## config.mk

```make
export PLATFORM = sky130hd
export DESIGN_NAME = sdms_divider
export DESIGN_NICKNAME = d
export VERILOG_FILES = /design/src/sdms_pkg.sv /design/src/sdms_divider.sv
export SDC_FILE = /design/constraint.sdc
export NUM_CORES = 1
export LEC_CHECK = 0
export BUFFER_PORTS_ARGS = -buffer_cell sky130_fd_sc_hd__buf_2
export CORE_MARGIN = 2
export CORE_UTILIZATION = 51
export CTS_CLUSTER_SIZE = 40
export DETAILED_ROUTE_END_ITERATION = 8
export GPL_TIMING_DRIVEN = 1
export PLACE_DENSITY = 0.77
export REMOVE_ABC_BUFFERS = 1
export SLEW_MARGIN = 20
export SYNTH_ARGS = -nofsm -noshare
export SYNTH_HDL_FRONTEND = slang
export SYNTH_SLANG_ARGS = --single-unit
export TNS_END_PERCENT = 5
```

## constraint.sdc

```tcl
create_clock -name clk -period 2.4 [get_ports clk]
set_input_delay 0.36 -clock clk [delete_from_list [all_inputs] [get_ports clk]]
set_output_delay 0.36 -clock clk [all_outputs]
set_load 0.05 [all_outputs]
```

## src/sdms_pkg.sv

```systemverilog
// shared types and constants of the disc mask stamper
package sdms_pkg;

  localparam int unsigned DATA_W = 16;
  localparam int unsigned CFG_IDX_W = 3;
  localparam int unsigned COORD_IN_W = 7;
  localparam int unsigned RSQ_W = 7;
  localparam logic [15:0] HALF_Q15 = 16'd16384;
  localparam logic [16:0] ONE_Q16 = 17'd65536;
  localparam logic [15:0] CRIT_RESET = 16'd32768;

  typedef enum logic [1:0] {
    OP_BEGIN = 2'd0,
    OP_SAMPLE = 2'd1,
    OP_READ = 2'd2,
    OP_NONE = 2'd3
  } opcode_t;

  typedef enum logic [CFG_IDX_W-1:0] {
    REG_DIV_RATE = 3'd0,
    REG_DEATH_RATE = 3'd1,
    REG_DIV_RSQ = 3'd2,
    REG_DEATH_RSQ = 3'd3,
    REG_DIV_PERIOD = 3'd4,
    REG_DEATH_PERIOD = 3'd5,
    REG_CRIT = 3'd6,
    REG_CROWD = 3'd7
  } reg_idx_t;

  typedef enum logic [3:0] {
    ST_CLEAR,
    ST_IDLE,
    ST_WRAP,
    ST_MUL_DIV,
    ST_DIVIDE,
    ST_MUL_CROWD,
    ST_MUL_DEATH,
    ST_STAMP,
    ST_READ,
    ST_RESP
  } state_t;

  typedef struct packed {
    logic we;
    logic wdata;
    logic re;
  } map_ctl_t;

endpackage

```

## src/sdms_divider.sv

```systemverilog
// iterative restoring divider for the crowding ratio
module sdms_divider (
  input  logic        clk,
  input  logic        rst,
  input  logic        start,
  input  logic [15:0] dividend,
  input  logic [15:0] divisor,
  output logic        busy,
  output logic        overflow,
  output logic [15:0] quotient
);
  import sdms_pkg::*;

  logic [15:0] rem;
  logic [4:0] cnt;
  logic [16:0] trial;

  assign trial = {rem, 1'b0};

  always_ff @(posedge clk) begin
    if (rst) begin
      busy <= 1'b0;
      cnt <= '0;
    end else if (start) begin
      busy <= 1'b1;
      cnt <= 5'd16;
    end else if (busy) begin
      cnt <= cnt - 5'd1;
      if (cnt == 5'd1) begin
        busy <= 1'b0;
      end
    end
  end

  always_ff @(posedge clk) begin
    if (start) begin
      rem <= dividend;
      overflow <= (dividend >= divisor);
      quotient <= '0;
    end else if (busy) begin
      if (trial >= {1'b0, divisor}) begin
        rem <= 16'(trial - {1'b0, divisor});
        quotient <= {quotient[14:0], 1'b1};
      end else begin
        rem <= trial[15:0];
        quotient <= {quotient[14:0], 1'b0};
      end
    end
  end
endmodule

```

After elaboration in Yosys (flattened, before gate mapping)
Cells that the tools add are included.

Add/sub/neg operators: 2. Magnitude comparators: 2. Equal/unequal tests: 1. Muxes and demuxes: 9. Reduce and logical (&&, ||, !) cells: 2.

Operator list (count): $mux W16 (3); $ge A17 B16 Y1 (1); $ge A16 B16 Y1 (1); $sub A16 B16 Y16 (1); $mux W5 (2); $eq A5 B1 Y1 const B (1); $sub A5 B1 Y5 const B (1); $mux W1 (4); $reduce_bool A2 Y1 (1); $reduce_or A2 Y1 (1).

Register bits after elaboration: 39. Output and inout bits: 18.

Longest topological paths before layout
Depth in word-level cells: 4. Mapped depth: 10. Gate-level depth less buffers: 8.

Worst setup path after synthesis
Ideal clock, no wire load.

Path kind: input port to flip-flop. Start: input divisor[8]. End: register rem[11] (data pin). Data arrival time: 2.008 ns. Required time: 2.146 ns. Slack: 0.138 ns. Cell stages on the path: 10. Buffers on the path: 2. Cell sequence: inv_1 -> ha_1 -> buf_2 -> and4_1 -> nand4_1 -> and4_1 -> a21oi_4 -> buf_8 -> o21ai_1 -> a21o_1.

Longest elaborated chain between the ends: 4. Elaborated cells on any way between the ends: 5. Those cells by class: 1 x add/sub; 1 x order compare; 3 x mux.

Ends and longest elaborated chain: start, declared (RTL line sdms_divider.sv:7) `input logic [15:0] divisor,`; $sub A16 B16 Y16 / $ge A17 B16 Y1 (equally long branches) (RTL line sdms_divider.sv:42, sdms_divider.sv:41); $mux W16 (*) (RTL line sdms_divider.sv:41) `if (trial >= {1'b0, divisor}) begin`; $mux W16 (*) (RTL line sdms_divider.sv:40) `end else if (busy) begin`; $mux W16 (*) (RTL line sdms_divider.sv:36) `if (start) begin`; end signal, assigned (RTL line sdms_divider.sv:37) `rem <= dividend;`; end signal, assigned (RTL line sdms_divider.sv:42) `rem <= 16'(trial - {1'b0, divisor});`; end signal, assigned (RTL line sdms_divider.sv:45) `rem <= trial[15:0];`; end, declared (RTL line sdms_divider.sv:14) `logic [15:0] rem;`.

Mark *: on every way between the ends. The rest lies on a longest branch, timed or not. The select of a mux whose other input is x is not followed. A chain may end at the register's enable or synchronous reset.

Final worst setup path
Start: register rem[13]. End: register rem[1] (data pin).

Longest elaborated chain between the ends: 4.

Ends and longest elaborated chain (RTL line): $ge A17 B16 Y1 (sdms_divider.sv:41); $mux W16 (sdms_divider.sv:41); $mux W16 (sdms_divider.sv:40); $mux W16 (sdms_divider.sv:36).

No other way between the ends. The select of a mux whose other input is x is not followed.

==> results.toml <==
[cts]
holdBufCountCts = 0
cts_tree = "built"
clkTransAtPathRegs_ps = 100
numCtsBuffers = 5
clk_latency_ps = 310
cts.sinks = 39
htreeDepth = 2
ctsRootBufferMaster = "clkbuf_8"
clockBufferDepth = 2

[floorplanning]
core_mm2 = 0.005816
initial_core_util_pct = 52.07
dieArea_mm2 = 0.006569
die-width_um = 81.05
rows = 28
die-height_um = 81.05
io_pins = 53

[grt]
first_global_vias = 2689
antenna_found_initial = 0
grt_max_degree = 21
grt_pass1_wl_um = 12340
grt_overflow = 0
grt_use_total_pct = 24.21

[final_layout]
n_antenna_cell = 0
area_growth_pct = 22.81
final_layout_size_suffix_gt1_share_pct = 28.88
fillers = 502
final_common_cell = "buf_2"
layout_common_cells = "buf_2, buf_4, ha_1"
nets = 481
stdcell_area_mm2 = 0.003719

[synth]
synth_top_family_by_area = "compound AO/OA/AOI/OAI gates"
synth.avg_cell_area_um2 = 9.093
synth_mux_area_share_pct = 8.264
synth_cell_types = 56
synth_area_mm2 = 0.003028
synth_flop_cell = "dfxtp_1"
yosys.area_share.simple_pct = 15.62
synth_cells = 333
synth-edff-count = 17
synth_warnings = 0
synth_fa_ha_area_share_pct = 14.71
synth-xor-area-share_pct = 3.760
ys_seq_area_share_pct = 31.40
ys_ff_latch = 39
ys_async_sr_fraction_pct = 0
synth_compound_area_share_pct = 20.45

[power_and_ir_drop]
clkPwrFrac_pct = 16.1
p_per_area_mw_per_mm2 = 815.4
p_sw_share_pct = 39.80
irDropWorstVdd_uv = 457.5
total_power_w = 0.003032
p_leak_nw = 1.793
intPower_w = 0.001825
power_frac_seq_pct = 29.3
netSwitchingPower_w = 0.001207
combinationalPowerShare_pct = 54.6

[routing]
drc = 0
ant_nets = 0
viasPerCell = 5.604
dr.pass1.iters = 5
num_vias = 2729
totalWireLength_um = 7400
drtIter0Drc = 149
wire_per_inst_um = 15.20

[timing]
rsz0062_at_grt = "yes"
fin_crit_sh_pct = 98.25
period_minus_slack_ps = 2358
timing.hold.ws_ps = 291.9
tightest_slew_ps = 561.9
finClkSkew_ps = 10.97
fmax_mhz = 424.1
setup_viol = 0
slew_headroom_pct = 62.50
finalHoldViolCount = 0
report.final.slew_viol_count = 0

[setup_path]
path_max_fanout = 8
cp.required_ps = 2450
worst_setup_path_start_kind = "flop"
cp-end-kind = "flop"
path_class = "reg -> reg"
crit_arrival_ps = 2400

[placed_design]
place_area_mm2 = 0.003572
port_buffers = 52
place_hpwl_um = 5686
gp_congestion = 0.8505

[hold_path]
hp-class = "in -> reg"

[job]
maxCapViolCount = 0

[run_status]
status = "complete, no violations"
==> critical path, stage by stage, from the launching register on <==
cell	delay (ps)
edfxtp_1	430
ha_1	310
a21o_1	190
a211oi_2	300
and4_1	310
a21oi_4	90
buf_12	160
buf_4	140
nor3_2	130
a311oi_2	50
==> stage by stage <==
stage                     utilization [%]  cells  worst slack [ps]  TNS [ps]
final                               63.94    487             41.91         0
after global routing                63.94    487            -40.66    -64.43
after CTS                           63.06    487             1.081         0
after detailed placement            61.42    479            -164.8     -1168
after global placement              61.42    479            -157.6    -887.5
after floorplan                         -    319             55.78         0
==> cell families after synthesis <==
family / after synthesis
XOR/XNOR: 13
AND/OR/NAND/NOR: 96
buffers and inverters: 42
multiplexers: 25
adder cells (fa/ha/maj): 35
flip-flops: 39
AO/OA/AOI/OAI: 83
==> Yosys cell counts (4+ instances only) <==
master,count,area (µm²)
ha_1,34,425.4
o21ai_0,5,25.02
a31oi_1,5,31.28
xnor2_1,10,87.58
buf_1,4,15.01
nand2b_1,4,25.02
dfxtp_1,22,440.4
edfxtp_1,17,510.5
nor2_1,28,105.1
a21o_1,16,120.1
nor3_1,13,65.06
mux2i_1,25,250.2
clkbuf_1,4,15.01
nand2_1,27,101.4
inv_1,28,105.1
a21oi_1,19,95.09
o21ai_1,9,45.04
buf_2,5,25.02
==> flip-flops by register name, indices dropped and copies added (netlist names) <==
register / cells
rem: 16
overflow: 1
quotient: 16
cnt: 5
busy: 1
==> layout make-up <==
| type | instances | area [µm²] | share of cell area [%] |
|---|---|---|---|
| Sequential cell | 39 | 950.9 | 25.57 |
| Inverter | 28 | 105.1 | 2.826 |
| Clock buffer | 5 | 68.82 | 1.851 |
| Clock inverter | 3 | 21.27 | 0.5720 |
| Timing Repair Buffer | 85 | 520.5 | 14.00 |
| Tap cell | 75 | 93.84 | 2.524 |
| Multi-Input combinational cell | 252 | 1958 | 52.66 |
==> routing by layer <==
layer / share of wire [%] / wire length [µm] / GRT usage [%]
met5: 0 / 0 / 0
met1: 43 / 3203 / 32.09
met4: 1.1 / 78 / 6.780
met3: 7.8 / 577 / 4.667
met2: 48 / 3541 / 40.25
==> path summary, 6_finish.rpt <==
kind / startpoint / endpoint / slack (ps) / cells after the start
max: rem[13]$_DFFE_PP_ / rem[1]$_DFFE_PP_ / 40 / 9
min: rst / cnt[4]$_SDFFE_PP0P_ / 290 / 2
max reg2reg: rem[13]$_DFFE_PP_ / rem[1]$_DFFE_PP_ / 40 / 9
min reg2reg: cnt[1]$_SDFFE_PP0P_ / cnt[1]$_SDFFE_PP0P_ / 510 / 2
==> what timing repair did <==
item	CTS	global route
resized for setup	1	11
endpoints found under the setup margin	6	16
buffers inserted	0	0
pin swaps	0	1
==> power by group through the flow <==
stage          Sequential [W]  Combinational (W)  Clock [W]
2_1_floorplan        0.000904            0.00102          0
3_3_place_gp         0.000891            0.00155          0
3_5_place_dp         0.000892            0.00158          0
4_1_cts              0.000879            0.00160   0.000487
5_1_grt              0.000897            0.00181   0.000518
6_report             0.000887            0.00166   0.000489
Note: power is estimated with default switching activity, not from simulation.
